File: config.mk
export PLATFORM = sky130hd
export DESIGN_NAME = air_chamber_valve_sequencer_flat
export DESIGN_NICKNAME = d
export VERILOG_FILES = /design/src/rtl/core/acvs_pkg.sv /design/src/rtl/core/acvs_ifs.sv /design/src/rtl/core/air_chamber_valve_sequencer.sv /design/src/rtl/core/acvs_step.sv /design/src/flat_wrapper.sv
export SDC_FILE = /design/constraint.sdc
export NUM_CORES = 1
export LEC_CHECK = 0
export BUFFER_PORTS_ARGS = -buffer_cell sky130_fd_sc_hd__buf_2
export CORE_AREA = 2 2 192 194
export CTS_CLUSTER_SIZE = 10
export DETAILED_ROUTE_END_ITERATION = 12
export DIE_AREA = 0 0 194 196
export PLACE_DENSITY = 0.84
export REMOVE_ABC_BUFFERS = 1
export SYNTH_ARGS = -nofsm -noshare
export SYNTH_HDL_FRONTEND = slang
export SYNTH_SLANG_ARGS = --single-unit
File: constraint.sdc
create_clock -name clk -period 8.2 [get_ports clk]
set_input_delay 1.64 -clock clk [delete_from_list [all_inputs] [get_ports clk]]
set_output_delay 1.64 -clock clk [all_outputs]
set_load 0.1 [all_outputs]
File: src/rtl/core/acvs_pkg.sv
// Shared types and constants for the air chamber valve sequencer.
// No dependencies; imported by every other file of the block.
`timescale 1ns / 1ps

package acvs_pkg;

    // Default sizing
    localparam int DEF_NUM_CHAMBERS = 13;
    localparam int DEF_SAMPLE_BITS  = 12;

    // Fixed field widths
    localparam int MODE_W      = 2;
    localparam int CHAMBER_W   = 4;
    localparam int SCENE_W     = 2;
    localparam int RELAYS_W    = 2;
    localparam int DIR_W       = 3;
    localparam int STEP_OUT_W  = 5;
    localparam int THR_W       = 12;

    // Configuration port
    localparam int PADDR_W     = 3;
    localparam int PDATA_W     = 32;
    localparam int REG_IDX_W   = 1;

    localparam logic [REG_IDX_W-1:0] REG_LOW_THR  = 1'b0;
    localparam logic [REG_IDX_W-1:0] REG_HIGH_THR = 1'b1;

    localparam logic [THR_W-1:0] LOW_THR_RESET  = 12'd1400;
    localparam logic [THR_W-1:0] HIGH_THR_RESET = 12'd3900;

    // Item modes
    typedef enum logic [MODE_W-1:0] {
        MODE_SAMPLE = 2'd0,
        MODE_TICK   = 2'd1,
        MODE_START  = 2'd2
    } mode_t;

    // Scene codes
    localparam logic [SCENE_W-1:0] SCENE_NONE    = 2'd0;
    localparam logic [SCENE_W-1:0] SCENE_DEFLATE = 2'd1;
    localparam logic [SCENE_W-1:0] SCENE_INFLATE = 2'd2;
    localparam logic [SCENE_W-1:0] SCENE_WAVE    = 2'd3;

    // Relay patterns
    localparam logic [RELAYS_W-1:0] RELAYS_OFF  = 2'b00;
    localparam logic [RELAYS_W-1:0] RELAYS_ON   = 2'b11;
    localparam logic [DIR_W-1:0]    DIR_OFF     = 3'b000;
    localparam logic [DIR_W-1:0]    DIR_DEFLATE = 3'b011;
    localparam logic [DIR_W-1:0]    DIR_INFLATE = 3'b101;

    // Scene control state
    typedef struct packed {
        logic [SCENE_W-1:0]  scene;
        logic                running;
        logic                pump;
        logic [RELAYS_W-1:0] relays;
        logic [DIR_W-1:0]    dir;
    } ctl_t;

endpackage

File: src/rtl/core/acvs_ifs.sv
// Valid/ready channel interfaces for the valve sequencer input and result beats.
// Depends on acvs_pkg.
`timescale 1ns / 1ps

interface acvs_in_if
    import acvs_pkg::*;
#(
    parameter int SAMPLE_BITS = DEF_SAMPLE_BITS
) ();
    logic                   valid;
    logic                   ready;
    logic [MODE_W-1:0]      mode;
    logic [CHAMBER_W-1:0]   chamber;
    logic [SAMPLE_BITS-1:0] pressure;
    logic [SCENE_W-1:0]     scene;

    modport source (output valid, mode, chamber, pressure, scene, input ready);
    modport sink   (input valid, mode, chamber, pressure, scene, output ready);
endinterface

interface acvs_out_if
    import acvs_pkg::*;
#(
    parameter int NUM_CHAMBERS = DEF_NUM_CHAMBERS
) ();
    logic                    valid;
    logic                    ready;
    logic                    pump_on;
    logic [RELAYS_W-1:0]     inflate_relays;
    logic [DIR_W-1:0]        direction_valves;
    logic [NUM_CHAMBERS-1:0] inflate_valve_mask;
    logic [NUM_CHAMBERS-1:0] deflate_valve_mask;
    logic [STEP_OUT_W-1:0]   step_index;
    logic                    running;
    logic                    scene_done;

    modport source (output valid, pump_on, inflate_relays, direction_valves,
                    inflate_valve_mask, deflate_valve_mask, step_index, running,
                    scene_done, input ready);
    modport sink   (input valid, pump_on, inflate_relays, direction_valves,
                    inflate_valve_mask, deflate_valve_mask, step_index, running,
                    scene_done, output ready);
endinterface

File: src/rtl/core/air_chamber_valve_sequencer.sv
// Air chamber valve sequencer: top level with beat registers, state and APB registers.
// Depends on acvs_pkg, acvs_ifs (acvs_in_if, acvs_out_if) and acvs_step.
//
// Usage:
//   in_ch carries one beat per item: a pressure sample for one chamber, a tick
//   that advances the running scene, or a start that selects a scene.
//   out_ch carries exactly one result beat per item: the relay and valve state
//   after that item, the scene step, the running flag and a scene_done pulse.
//   The APB port sets low_threshold (0x0) and high_threshold (0x4); write them
//   only while no item is in flight.
// Path: an accepted beat is captured in the input register, worked through the
//   compare and step logic, and captured in the result register that drives out_ch.
// Throughput: one item per cycle while out_ch.ready is high; the step logic sits
//   between the input register and the result register.
// Reset: clears the pressure table, ends any scene, turns all relays and valves
//   off and restores both thresholds; no clearing pass is needed.
// Stall: while out_ch.ready is low the result holds; one more beat is taken into
//   the input register, after which in_ch.ready drops until the result is taken.
`timescale 1ns / 1ps

module air_chamber_valve_sequencer
    import acvs_pkg::*;
#(
    parameter int NUM_CHAMBERS = DEF_NUM_CHAMBERS,
    parameter int SAMPLE_BITS  = DEF_SAMPLE_BITS
) (
    input  logic                clk,
    input  logic                rst_n,
    input  logic                psel,
    input  logic                penable,
    input  logic                pwrite,
    input  logic [PADDR_W-1:0]  paddr,
    input  logic [PDATA_W-1:0]  pwdata,
    output logic [PDATA_W-1:0]  prdata,
    output logic                pready,
    acvs_in_if.sink             in_ch,
    acvs_out_if.source          out_ch
);

    localparam int STEP_W   = $clog2(2 * NUM_CHAMBERS + 3);
    localparam int CH_IDX_W = (NUM_CHAMBERS > 1) ? $clog2(NUM_CHAMBERS) : 1;

    // Configuration registers
    logic [THR_W-1:0]     low_thr_reg;
    logic [THR_W-1:0]     high_thr_reg;
    logic                 cfg_we;
    logic [REG_IDX_W-1:0] cfg_idx;

    // Input beat register
    logic                   in_vld_reg;
    logic [MODE_W-1:0]      in_mode_reg;
    logic [CHAMBER_W-1:0]   in_chamber_reg;
    logic [SAMPLE_BITS-1:0] in_pressure_reg;
    logic [SCENE_W-1:0]     in_scene_reg;
    logic                   in_vld_next;
    logic                   advance;

    // Block state
    ctl_t                                     ctl_reg;
    ctl_t                                     ctl_next;
    logic [STEP_W-1:0]                        step_reg;
    logic [STEP_W-1:0]                        step_next;
    logic [NUM_CHAMBERS-1:0]                  inflate_reg;
    logic [NUM_CHAMBERS-1:0]                  inflate_next;
    logic [NUM_CHAMBERS-1:0]                  deflate_reg;
    logic [NUM_CHAMBERS-1:0]                  deflate_next;
    logic [NUM_CHAMBERS-1:0][SAMPLE_BITS-1:0] pt_reg;
    logic                                     done_next;
    logic                                     sample_we;

    // Result register
    logic                    out_vld_reg;
    logic                    out_vld_next;
    logic                    out_pump_reg;
    logic [RELAYS_W-1:0]     out_relays_reg;
    logic [DIR_W-1:0]        out_dir_reg;
    logic [NUM_CHAMBERS-1:0] out_inflate_reg;
    logic [NUM_CHAMBERS-1:0] out_deflate_reg;
    logic [STEP_OUT_W-1:0]   out_step_reg;
    logic                    out_running_reg;
    logic                    out_done_reg;

    // ---------------- APB ----------------
    assign pready  = 1'b1;
    assign cfg_we  = psel && penable && pwrite;
    assign cfg_idx = paddr[PADDR_W-1 -: REG_IDX_W];

    always_comb
    begin
        prdata = '0;
        case (cfg_idx)
            REG_LOW_THR:  prdata = PDATA_W'(low_thr_reg);
            REG_HIGH_THR: prdata = PDATA_W'(high_thr_reg);
            default:      prdata = '0;
        endcase
    end

    always_ff @(posedge clk or negedge rst_n)
    begin
        if (!rst_n)
        begin
            low_thr_reg  <= LOW_THR_RESET;
            high_thr_reg <= HIGH_THR_RESET;
        end
        else if (cfg_we)
        begin
            if (cfg_idx == REG_LOW_THR)
                low_thr_reg <= pwdata[THR_W-1:0];
            if (cfg_idx == REG_HIGH_THR)
                high_thr_reg <= pwdata[THR_W-1:0];
        end
    end

    // ---------------- beat flow ----------------
    assign advance     = in_vld_reg && (!out_vld_reg || out_ch.ready);
    assign in_ch.ready = !in_vld_reg || advance;

    always_comb
    begin
        in_vld_next = in_vld_reg;
        if (in_ch.valid && in_ch.ready)
            in_vld_next = 1'b1;
        else if (advance)
            in_vld_next = 1'b0;

        out_vld_next = out_vld_reg;
        if (advance)
            out_vld_next = 1'b1;
        else if (out_ch.ready)
            out_vld_next = 1'b0;
    end

    always_ff @(posedge clk or negedge rst_n)
    begin
        if (!rst_n)
        begin
            in_vld_reg  <= 1'b0;
            out_vld_reg <= 1'b0;
        end
        else
        begin
            in_vld_reg  <= in_vld_next;
            out_vld_reg <= out_vld_next;
        end
    end

    always_ff @(posedge clk)
    begin
        if (in_ch.valid && in_ch.ready)
        begin
            in_mode_reg     <= in_ch.mode;
            in_chamber_reg  <= in_ch.chamber;
            in_pressure_reg <= in_ch.pressure;
            in_scene_reg    <= in_ch.scene;
        end
    end

    // ---------------- step logic ----------------
    acvs_step #(
        .NUM_CHAMBERS (NUM_CHAMBERS),
        .SAMPLE_BITS  (SAMPLE_BITS),
        .STEP_W       (STEP_W)
    ) u_step (
        .mode         (in_mode_reg),
        .scene        (in_scene_reg),
        .ctl          (ctl_reg),
        .step         (step_reg),
        .inflate      (inflate_reg),
        .deflate      (deflate_reg),
        .pressures    (pt_reg),
        .low_thr      (low_thr_reg),
        .high_thr     (high_thr_reg),
        .ctl_next     (ctl_next),
        .step_next    (step_next),
        .inflate_next (inflate_next),
        .deflate_next (deflate_next),
        .done         (done_next)
    );

    // samples for chambers past the last one are dropped
    assign sample_we = advance && (in_mode_reg == MODE_SAMPLE)
                       && ({1'b0, in_chamber_reg} < (CHAMBER_W + 1)'(NUM_CHAMBERS));

    always_ff @(posedge clk or negedge rst_n)
    begin
        if (!rst_n)
        begin
            ctl_reg     <= '0;
            step_reg    <= '0;
            inflate_reg <= '0;
            deflate_reg <= '0;
            pt_reg      <= '0;
        end
        else
        begin
            if (advance)
            begin
                ctl_reg     <= ctl_next;
                step_reg    <= step_next;
                inflate_reg <= inflate_next;
                deflate_reg <= deflate_next;
            end
            if (sample_we)
                pt_reg[in_chamber_reg[CH_IDX_W-1:0]] <= in_pressure_reg;
        end
    end

    always_ff @(posedge clk)
    begin
        if (advance)
        begin
            out_pump_reg    <= ctl_next.pump;
            out_relays_reg  <= ctl_next.relays;
            out_dir_reg     <= ctl_next.dir;
            out_inflate_reg <= inflate_next;
            out_deflate_reg <= deflate_next;
            out_step_reg    <= STEP_OUT_W'(step_next);
            out_running_reg <= ctl_next.running;
            out_done_reg    <= done_next;
        end
    end

    assign out_ch.valid              = out_vld_reg;
    assign out_ch.pump_on            = out_pump_reg;
    assign out_ch.inflate_relays     = out_relays_reg;
    assign out_ch.direction_valves   = out_dir_reg;
    assign out_ch.inflate_valve_mask = out_inflate_reg;
    assign out_ch.deflate_valve_mask = out_deflate_reg;
    assign out_ch.step_index         = out_step_reg;
    assign out_ch.running            = out_running_reg;
    assign out_ch.scene_done         = out_done_reg;

endmodule

File: src/rtl/core/acvs_step.sv
// Next-state logic for one item: threshold compares and scene step update.
// Depends on acvs_pkg.
`timescale 1ns / 1ps

module acvs_step
    import acvs_pkg::*;
#(
    parameter int NUM_CHAMBERS = DEF_NUM_CHAMBERS,
    parameter int SAMPLE_BITS  = DEF_SAMPLE_BITS,
    parameter int STEP_W       = $clog2(2 * NUM_CHAMBERS + 3)
) (
    input  logic [MODE_W-1:0]                           mode,
    input  logic [SCENE_W-1:0]                          scene,
    input  ctl_t                                        ctl,
    input  logic [STEP_W-1:0]                           step,
    input  logic [NUM_CHAMBERS-1:0]                     inflate,
    input  logic [NUM_CHAMBERS-1:0]                     deflate,
    input  logic [NUM_CHAMBERS-1:0][SAMPLE_BITS-1:0]    pressures,
    input  logic [THR_W-1:0]                            low_thr,
    input  logic [THR_W-1:0]                            high_thr,
    output ctl_t                                        ctl_next,
    output logic [STEP_W-1:0]                           step_next,
    output logic [NUM_CHAMBERS-1:0]                     inflate_next,
    output logic [NUM_CHAMBERS-1:0]                     deflate_next,
    output logic                                        done
);

    localparam int CMP_W    = (SAMPLE_BITS > THR_W) ? SAMPLE_BITS : THR_W;
    localparam int CH_IDX_W = (NUM_CHAMBERS > 1) ? $clog2(NUM_CHAMBERS) : 1;

    localparam logic [STEP_W-1:0] S_ZERO       = '0;
    localparam logic [STEP_W-1:0] S_ONE        = STEP_W'(1);
    localparam logic [STEP_W-1:0] S_TWO        = STEP_W'(2);
    localparam logic [STEP_W-1:0] S_LAST_FILL  = STEP_W'(NUM_CHAMBERS);
    localparam logic [STEP_W-1:0] S_REFILL     = STEP_W'(NUM_CHAMBERS + 1);
    localparam logic [STEP_W-1:0] S_DRAIN0     = STEP_W'(NUM_CHAMBERS + 2);
    localparam logic [STEP_W-1:0] S_LAST_DRAIN = STEP_W'(2 * NUM_CHAMBERS + 1);
    localparam logic [STEP_W-1:0] TOP_STEP     = STEP_W'(NUM_CHAMBERS - 1);

    logic [NUM_CHAMBERS-1:0] fill_vec;
    logic [NUM_CHAMBERS-1:0] drain_vec;
    logic                    wave_fill;
    logic [STEP_W-1:0]       wave_pos;
    logic [CH_IDX_W-1:0]     wave_c;
    logic                    wave_want;
    logic [STEP_W-1:0]       wave_base;
    logic                    is_fill_scene;

    // One compare pair per chamber
    always_comb
    begin
        for (int i = 0; i < NUM_CHAMBERS; i++)
        begin
            fill_vec[i]  = CMP_W'(pressures[i]) < CMP_W'(high_thr);
            drain_vec[i] = CMP_W'(pressures[i]) > CMP_W'(low_thr);
        end
    end

    // Wave chamber: top first on the fill pass, top last on the drain pass
    always_comb
    begin
        wave_fill = (step <= S_LAST_FILL);
        if (wave_fill)
            wave_pos = (step == S_ONE) ? TOP_STEP : step - S_TWO;
        else
            wave_pos = (step == S_REFILL) ? S_ZERO : step - S_DRAIN0;
        wave_c    = wave_pos[CH_IDX_W-1:0];
        wave_want = wave_fill ? fill_vec[wave_c] : drain_vec[wave_c];
        wave_base = (step == S_REFILL) ? S_DRAIN0 : step;
    end

    assign is_fill_scene = (ctl.scene == SCENE_INFLATE);

    always_comb
    begin
        ctl_next     = ctl;
        step_next    = step;
        inflate_next = inflate;
        deflate_next = deflate;
        done         = 1'b0;
        case (mode)
            MODE_TICK:
            begin
                if (ctl.running)
                begin
                    case (ctl.scene)
                        SCENE_DEFLATE, SCENE_INFLATE:
                        begin
                            if (step == S_ZERO)
                            begin
                                ctl_next.pump   = 1'b1;
                                ctl_next.relays = RELAYS_ON;
                                ctl_next.dir    = is_fill_scene ? DIR_INFLATE : DIR_DEFLATE;
                                step_next       = S_ONE;
                            end
                            else if (step == S_ONE)
                            begin
                                if (is_fill_scene)
                                begin
                                    inflate_next = fill_vec;
                                    if (fill_vec == '0)
                                        step_next = S_TWO;
                                end
                                else
                                begin
                                    deflate_next = drain_vec;
                                    if (drain_vec == '0)
                                        step_next = S_TWO;
                                end
                            end
                            else
                            begin
                                ctl_next.pump    = 1'b0;
                                ctl_next.relays  = RELAYS_OFF;
                                ctl_next.dir     = DIR_OFF;
                                ctl_next.scene   = SCENE_NONE;
                                ctl_next.running = 1'b0;
                                step_next        = S_ZERO;
                                done             = 1'b1;
                            end
                        end
                        SCENE_WAVE:
                        begin
                            if (step == S_ZERO)
                            begin
                                ctl_next.pump   = 1'b1;
                                ctl_next.relays = RELAYS_ON;
                                ctl_next.dir    = DIR_INFLATE;
                                step_next       = S_ONE;
                            end
                            else if (step <= S_LAST_DRAIN)
                            begin
                                // refill step re-drives the relays and runs the first drain step
                                if (step == S_REFILL)
                                begin
                                    ctl_next.pump   = 1'b1;
                                    ctl_next.relays = RELAYS_ON;
                                    ctl_next.dir    = DIR_INFLATE;
                                end
                                if (wave_fill)
                                    inflate_next[wave_c] = wave_want;
                                else
                                    deflate_next[wave_c] = wave_want;
                                step_next = wave_base + {{(STEP_W-1){1'b0}}, ~wave_want};
                            end
                            else
                            begin
                                ctl_next.pump    = 1'b0;
                                ctl_next.relays  = RELAYS_OFF;
                                ctl_next.dir     = DIR_OFF;
                                ctl_next.scene   = SCENE_NONE;
                                ctl_next.running = 1'b0;
                                step_next        = S_ZERO;
                                done             = 1'b1;
                            end
                        end
                        default:
                        begin
                        end
                    endcase
                end
            end
            MODE_START:
            begin
                if (scene != SCENE_NONE)
                begin
                    ctl_next.scene   = scene;
                    ctl_next.running = 1'b1;
                    step_next        = S_ZERO;
                end
            end
            default:
            begin
            end
        endcase
    end

endmodule

File: src/flat_wrapper.sv
// flat-port wrapper written by rule: the top's interface ports become plain ports
module air_chamber_valve_sequencer_flat import acvs_pkg::*;
#(
    parameter int NUM_CHAMBERS = DEF_NUM_CHAMBERS,
    parameter int SAMPLE_BITS  = DEF_SAMPLE_BITS
)
  (clk, rst_n, psel, penable, pwrite, paddr, pwdata, prdata, pready, in_ch_valid, in_ch_mode, in_ch_chamber, in_ch_pressure, in_ch_scene, in_ch_ready, out_ch_valid, out_ch_pump_on, out_ch_inflate_relays, out_ch_direction_valves, out_ch_inflate_valve_mask, out_ch_deflate_valve_mask, out_ch_step_index, out_ch_running, out_ch_scene_done, out_ch_ready);
  acvs_in_if #(.SAMPLE_BITS(SAMPLE_BITS)) in_ch_i ();
  acvs_out_if #(.NUM_CHAMBERS(NUM_CHAMBERS)) out_ch_i ();
  input  logic clk;
  input  logic rst_n;
  input  logic psel;
  input  logic penable;
  input  logic pwrite;
  input  logic [PADDR_W-1:0] paddr;
  input  logic [PDATA_W-1:0] pwdata;
  output logic [PDATA_W-1:0] prdata;
  output logic pready;
  input wire logic [$bits(in_ch_i.valid)-1:0] in_ch_valid;
  input wire logic [$bits(in_ch_i.mode)-1:0] in_ch_mode;
  input wire logic [$bits(in_ch_i.chamber)-1:0] in_ch_chamber;
  input wire logic [$bits(in_ch_i.pressure)-1:0] in_ch_pressure;
  input wire logic [$bits(in_ch_i.scene)-1:0] in_ch_scene;
  output wire logic [$bits(in_ch_i.ready)-1:0] in_ch_ready;
  output wire logic [$bits(out_ch_i.valid)-1:0] out_ch_valid;
  output wire logic [$bits(out_ch_i.pump_on)-1:0] out_ch_pump_on;
  output wire logic [$bits(out_ch_i.inflate_relays)-1:0] out_ch_inflate_relays;
  output wire logic [$bits(out_ch_i.direction_valves)-1:0] out_ch_direction_valves;
  output wire logic [$bits(out_ch_i.inflate_valve_mask)-1:0] out_ch_inflate_valve_mask;
  output wire logic [$bits(out_ch_i.deflate_valve_mask)-1:0] out_ch_deflate_valve_mask;
  output wire logic [$bits(out_ch_i.step_index)-1:0] out_ch_step_index;
  output wire logic [$bits(out_ch_i.running)-1:0] out_ch_running;
  output wire logic [$bits(out_ch_i.scene_done)-1:0] out_ch_scene_done;
  input wire logic [$bits(out_ch_i.ready)-1:0] out_ch_ready;
  assign in_ch_i.valid = in_ch_valid;
  assign in_ch_i.mode = in_ch_mode;
  assign in_ch_i.chamber = in_ch_chamber;
  assign in_ch_i.pressure = in_ch_pressure;
  assign in_ch_i.scene = in_ch_scene;
  assign in_ch_ready = in_ch_i.ready;
  assign out_ch_valid = out_ch_i.valid;
  assign out_ch_pump_on = out_ch_i.pump_on;
  assign out_ch_inflate_relays = out_ch_i.inflate_relays;
  assign out_ch_direction_valves = out_ch_i.direction_valves;
  assign out_ch_inflate_valve_mask = out_ch_i.inflate_valve_mask;
  assign out_ch_deflate_valve_mask = out_ch_i.deflate_valve_mask;
  assign out_ch_step_index = out_ch_i.step_index;
  assign out_ch_running = out_ch_i.running;
  assign out_ch_scene_done = out_ch_i.scene_done;
  assign out_ch_i.ready = out_ch_ready;
  air_chamber_valve_sequencer #(.NUM_CHAMBERS(NUM_CHAMBERS), .SAMPLE_BITS(SAMPLE_BITS)) u_core (.clk(clk), .rst_n(rst_n), .psel(psel), .penable(penable), .pwrite(pwrite), .paddr(paddr), .pwdata(pwdata), .prdata(prdata), .pready(pready), .in_ch(in_ch_i), .out_ch(out_ch_i));
endmodule
==> impl_metrics.json <==
{
  "synth_top_family_by_area": "adder cells",
  "async_reset_ff_frac": 0.790,
  "io_pins": 136,
  "outcome": "finished clean",
  "setup-violations-final": 0,
  "wirelength_um": 54600,
  "synth_xor_area_frac": 0.000449,
  "netlist_area_um2": 19500,
  "drv_slew": 0,
  "fin_crit_ns": 5.75,
  "cts-root-buf": "clkbuf_16",
  "cts_hold_buf": 0,
  "antenna_cells": 0,
  "worstRegToRegCells": 16,
  "numCtsBuffers": 35,
  "drt.antenna.violating_nets": 0,
  "gp_congestion": 0.939,
  "largest_reg_flops": 156,
  "grt_pass1_wl_um": 86100,
  "die_y_um": 196,
  "final_common_cell": "ha_1",
  "drc": 0,
  "critPathMaxFanout": 18,
  "rsz0062_at_grt": "false",
  "first_pass_iters": 6,
  "overflow": 0,
  "yosysSeqAreaShare": 0.376,
  "worstMarginPinSlew_ns": 1.29,
  "yosys_register_bits": 281,
  "syn2layout_area_growth_pct": 9.73,
  "relSlewSlack": 0.140,
  "period_share": 0.701,
  "cp_data_arrival_time_ns": 6.10,
  "synthTopCellsByArea": "dfrtp_1, ha_1, mux2_2",
  "muxShareOfSynthArea": 0.109,
  "crit_type": "reg -> reg",
  "die_w_um": 194,
  "initial_core_util": 0.541,
  "power_density_nw_per_um2": 246,
  "grt_pass1_vias": 16400,
  "numPortBuffers": 92,
  "layout-drive-gt1-share": 0.184,
  "post-dp-hpwl_um": 37400,
  "rows": 70,
  "fp.coreArea_um2": 36100,
  "hold_depth": 1,
  "startpoint_type": "register",
  "place_area_um2": 20400,
  "fmax_mhz": 174,
  "antenna_found_initial": 2,
  "post_cts_buffers": 0,
  "die_area_um2": 38000,
  "leakage_uw": 0.0101,
  "drt-initial-drc-count": 1398,
  "vias_per_cell": 6.59,
  "ys_warn_count": 0,
  "synth.largest_area_cell": "dfrtp_1",
  "cts_tree": "yes",
  "final_cell_mix": "ha_1, dfrtp_1, mux2_2",
  "grt_start_max_net_pins": 80,
  "drv_cap": 0,
  "synth-simple-area-share": 0.122,
  "cts.path.max_buffers": 3,
  "clk_latency_ns": 0.54,
  "dp_cells": 2395,
  "synthCells": 1885,
  "synthAdderAreaFrac": 0.202,
  "syn_area_per_cell_um2": 10.4,
  "end_kind": "register",
  "clkSlewWorstSetupHoldPaths_ns": 0.06,
  "nNetsFinal": 2341,
  "fin_cells": 2458,
  "cts_resized": 0,
  "final_area_um2": 21400,
  "fin_skew_ns": 0.0238,
  "avgRoutedWirePerCell_um": 22.2,
  "synth-compound-area-share": 0.158,
  "cts.sinks": 281,
  "required_ns": 8.55,
  "finalHoldViolations": 0,
  "ir_drop_mv": 0.215,
  "finalSetupTns_ns": 0,
  "synth_edf_count": 59,
  "grt_usage": 0.284,
  "h-tree-depth": 2,
  "min_path_type": "reg -> reg",
  "detailroute.via_count": 16200,
  "yosysUniqueCellTypes": 77,
  "synth_top_area_share": 0.267,
  "synth_flop_cell": "dfrtp_1"
}
==> kinds of logic after synthesis <==
group | after synthesis
xor gates and xnor gates | 1
AOI/OAI and AO/OA | 479
other | 2
DFF | 281
adders and majority gates | 315
buffers and inverters | 135
muxes | 190
and+or+nand+nor | 482
==> stage by stage <==
step | setup WS [ns] | hold WS, ns | power [µW] | util
after floorplan | 2.82 | 0.447 | 3170 | -
after global placement | 2.74 | 0.465 | 3630 | 0.564
after detailed placement | 2.69 | 0.470 | 3750 | 0.564
after CTS | 2.65 | 0.485 | 5240 | 0.594
after global routing | 2.17 | 0.518 | 5550 | 0.594
final | 2.45 | 0.486 | 5270 | 0.594
==> path summary, 6_finish.rpt <==
kind | from | end | slack, ns
worst min register to register | u_core.in_vld_reg | u_core.out_ch.valid | 0.49
min in group asynchronous | rst_n | u_core.inflate_reg[0] | 1.10
worst max-delay path | u_core.high_thr_reg[2] | u_core.out_ch.step_index[1] | 2.45
worst min-delay path | u_core.in_vld_reg | u_core.out_ch.valid | 0.49
max in group asynchronous | rst_n | u_core.pt_reg[36] | 5.57
worst max register to register | u_core.high_thr_reg[2] | u_core.out_ch.step_index[1] | 2.45
==> power breakdown <==
part / internal, µW / leakage (µW) / switching [µW]
clock: 867 / 0.000513 / 609
sequential: 1640 / 0.00347 / 193
combinational: 662 / 0.00614 / 1300
total: 3170 / 0.0101 / 2100
==> routing by layer <==
metal,global-route usage,vias up,routed length [µm]
li1,-,7273,-
met1,0.345,7905,21500
met2,0.469,771,25600
met3,0.0536,256,4280
met4,0.173,4,3250
met5,0,-,30
==> worst max-delay path: stages (launching register included) <==
cell,delay [ns]
dfstp_2,0.54
inv_1,0.32
ha_1,0.45
a211oi_1,0.26
o21ai_0,0.13
a221oi_1,0.57
o21ai_0,0.46
o21ai_0,0.27
nand2_1,0.11
nor4_4,0.85
nor2_2,0.36
ha_1,0.35
ha_1,0.29
nand4_1,0.08
o21ai_0,0.20
a21oi_1,0.08
a22oi_1,0.25
==> area by class of cell <==
| cell class | count | area, µm² |
|---|---|---|
| Clock inverter | 5 | 63.8 |
| Clock buffer | 58 | 1000 |
| Timing Repair Buffer | 109 | 598 |
| Tap cell | 468 | 586 |
| Inverter | 49 | 184 |
| Fill cell | 2945 | 14700 |
| Sequential cell | 281 | 7340 |
| Multi-Input combinational cell | 1488 | 11600 |
==> Yosys cell counts (all sizes together), types with 39 or more instances <==
cell and instances:
clkbuf 47, nand4 59, edfxtp 59, buf 39, nand2 184, inv 49
mux2 188, ha 315, nor2 56, dfrtp 208, a21oi 143, nand3 39
o21ai 110
Note: power is estimated with default switching activity, not from simulation.
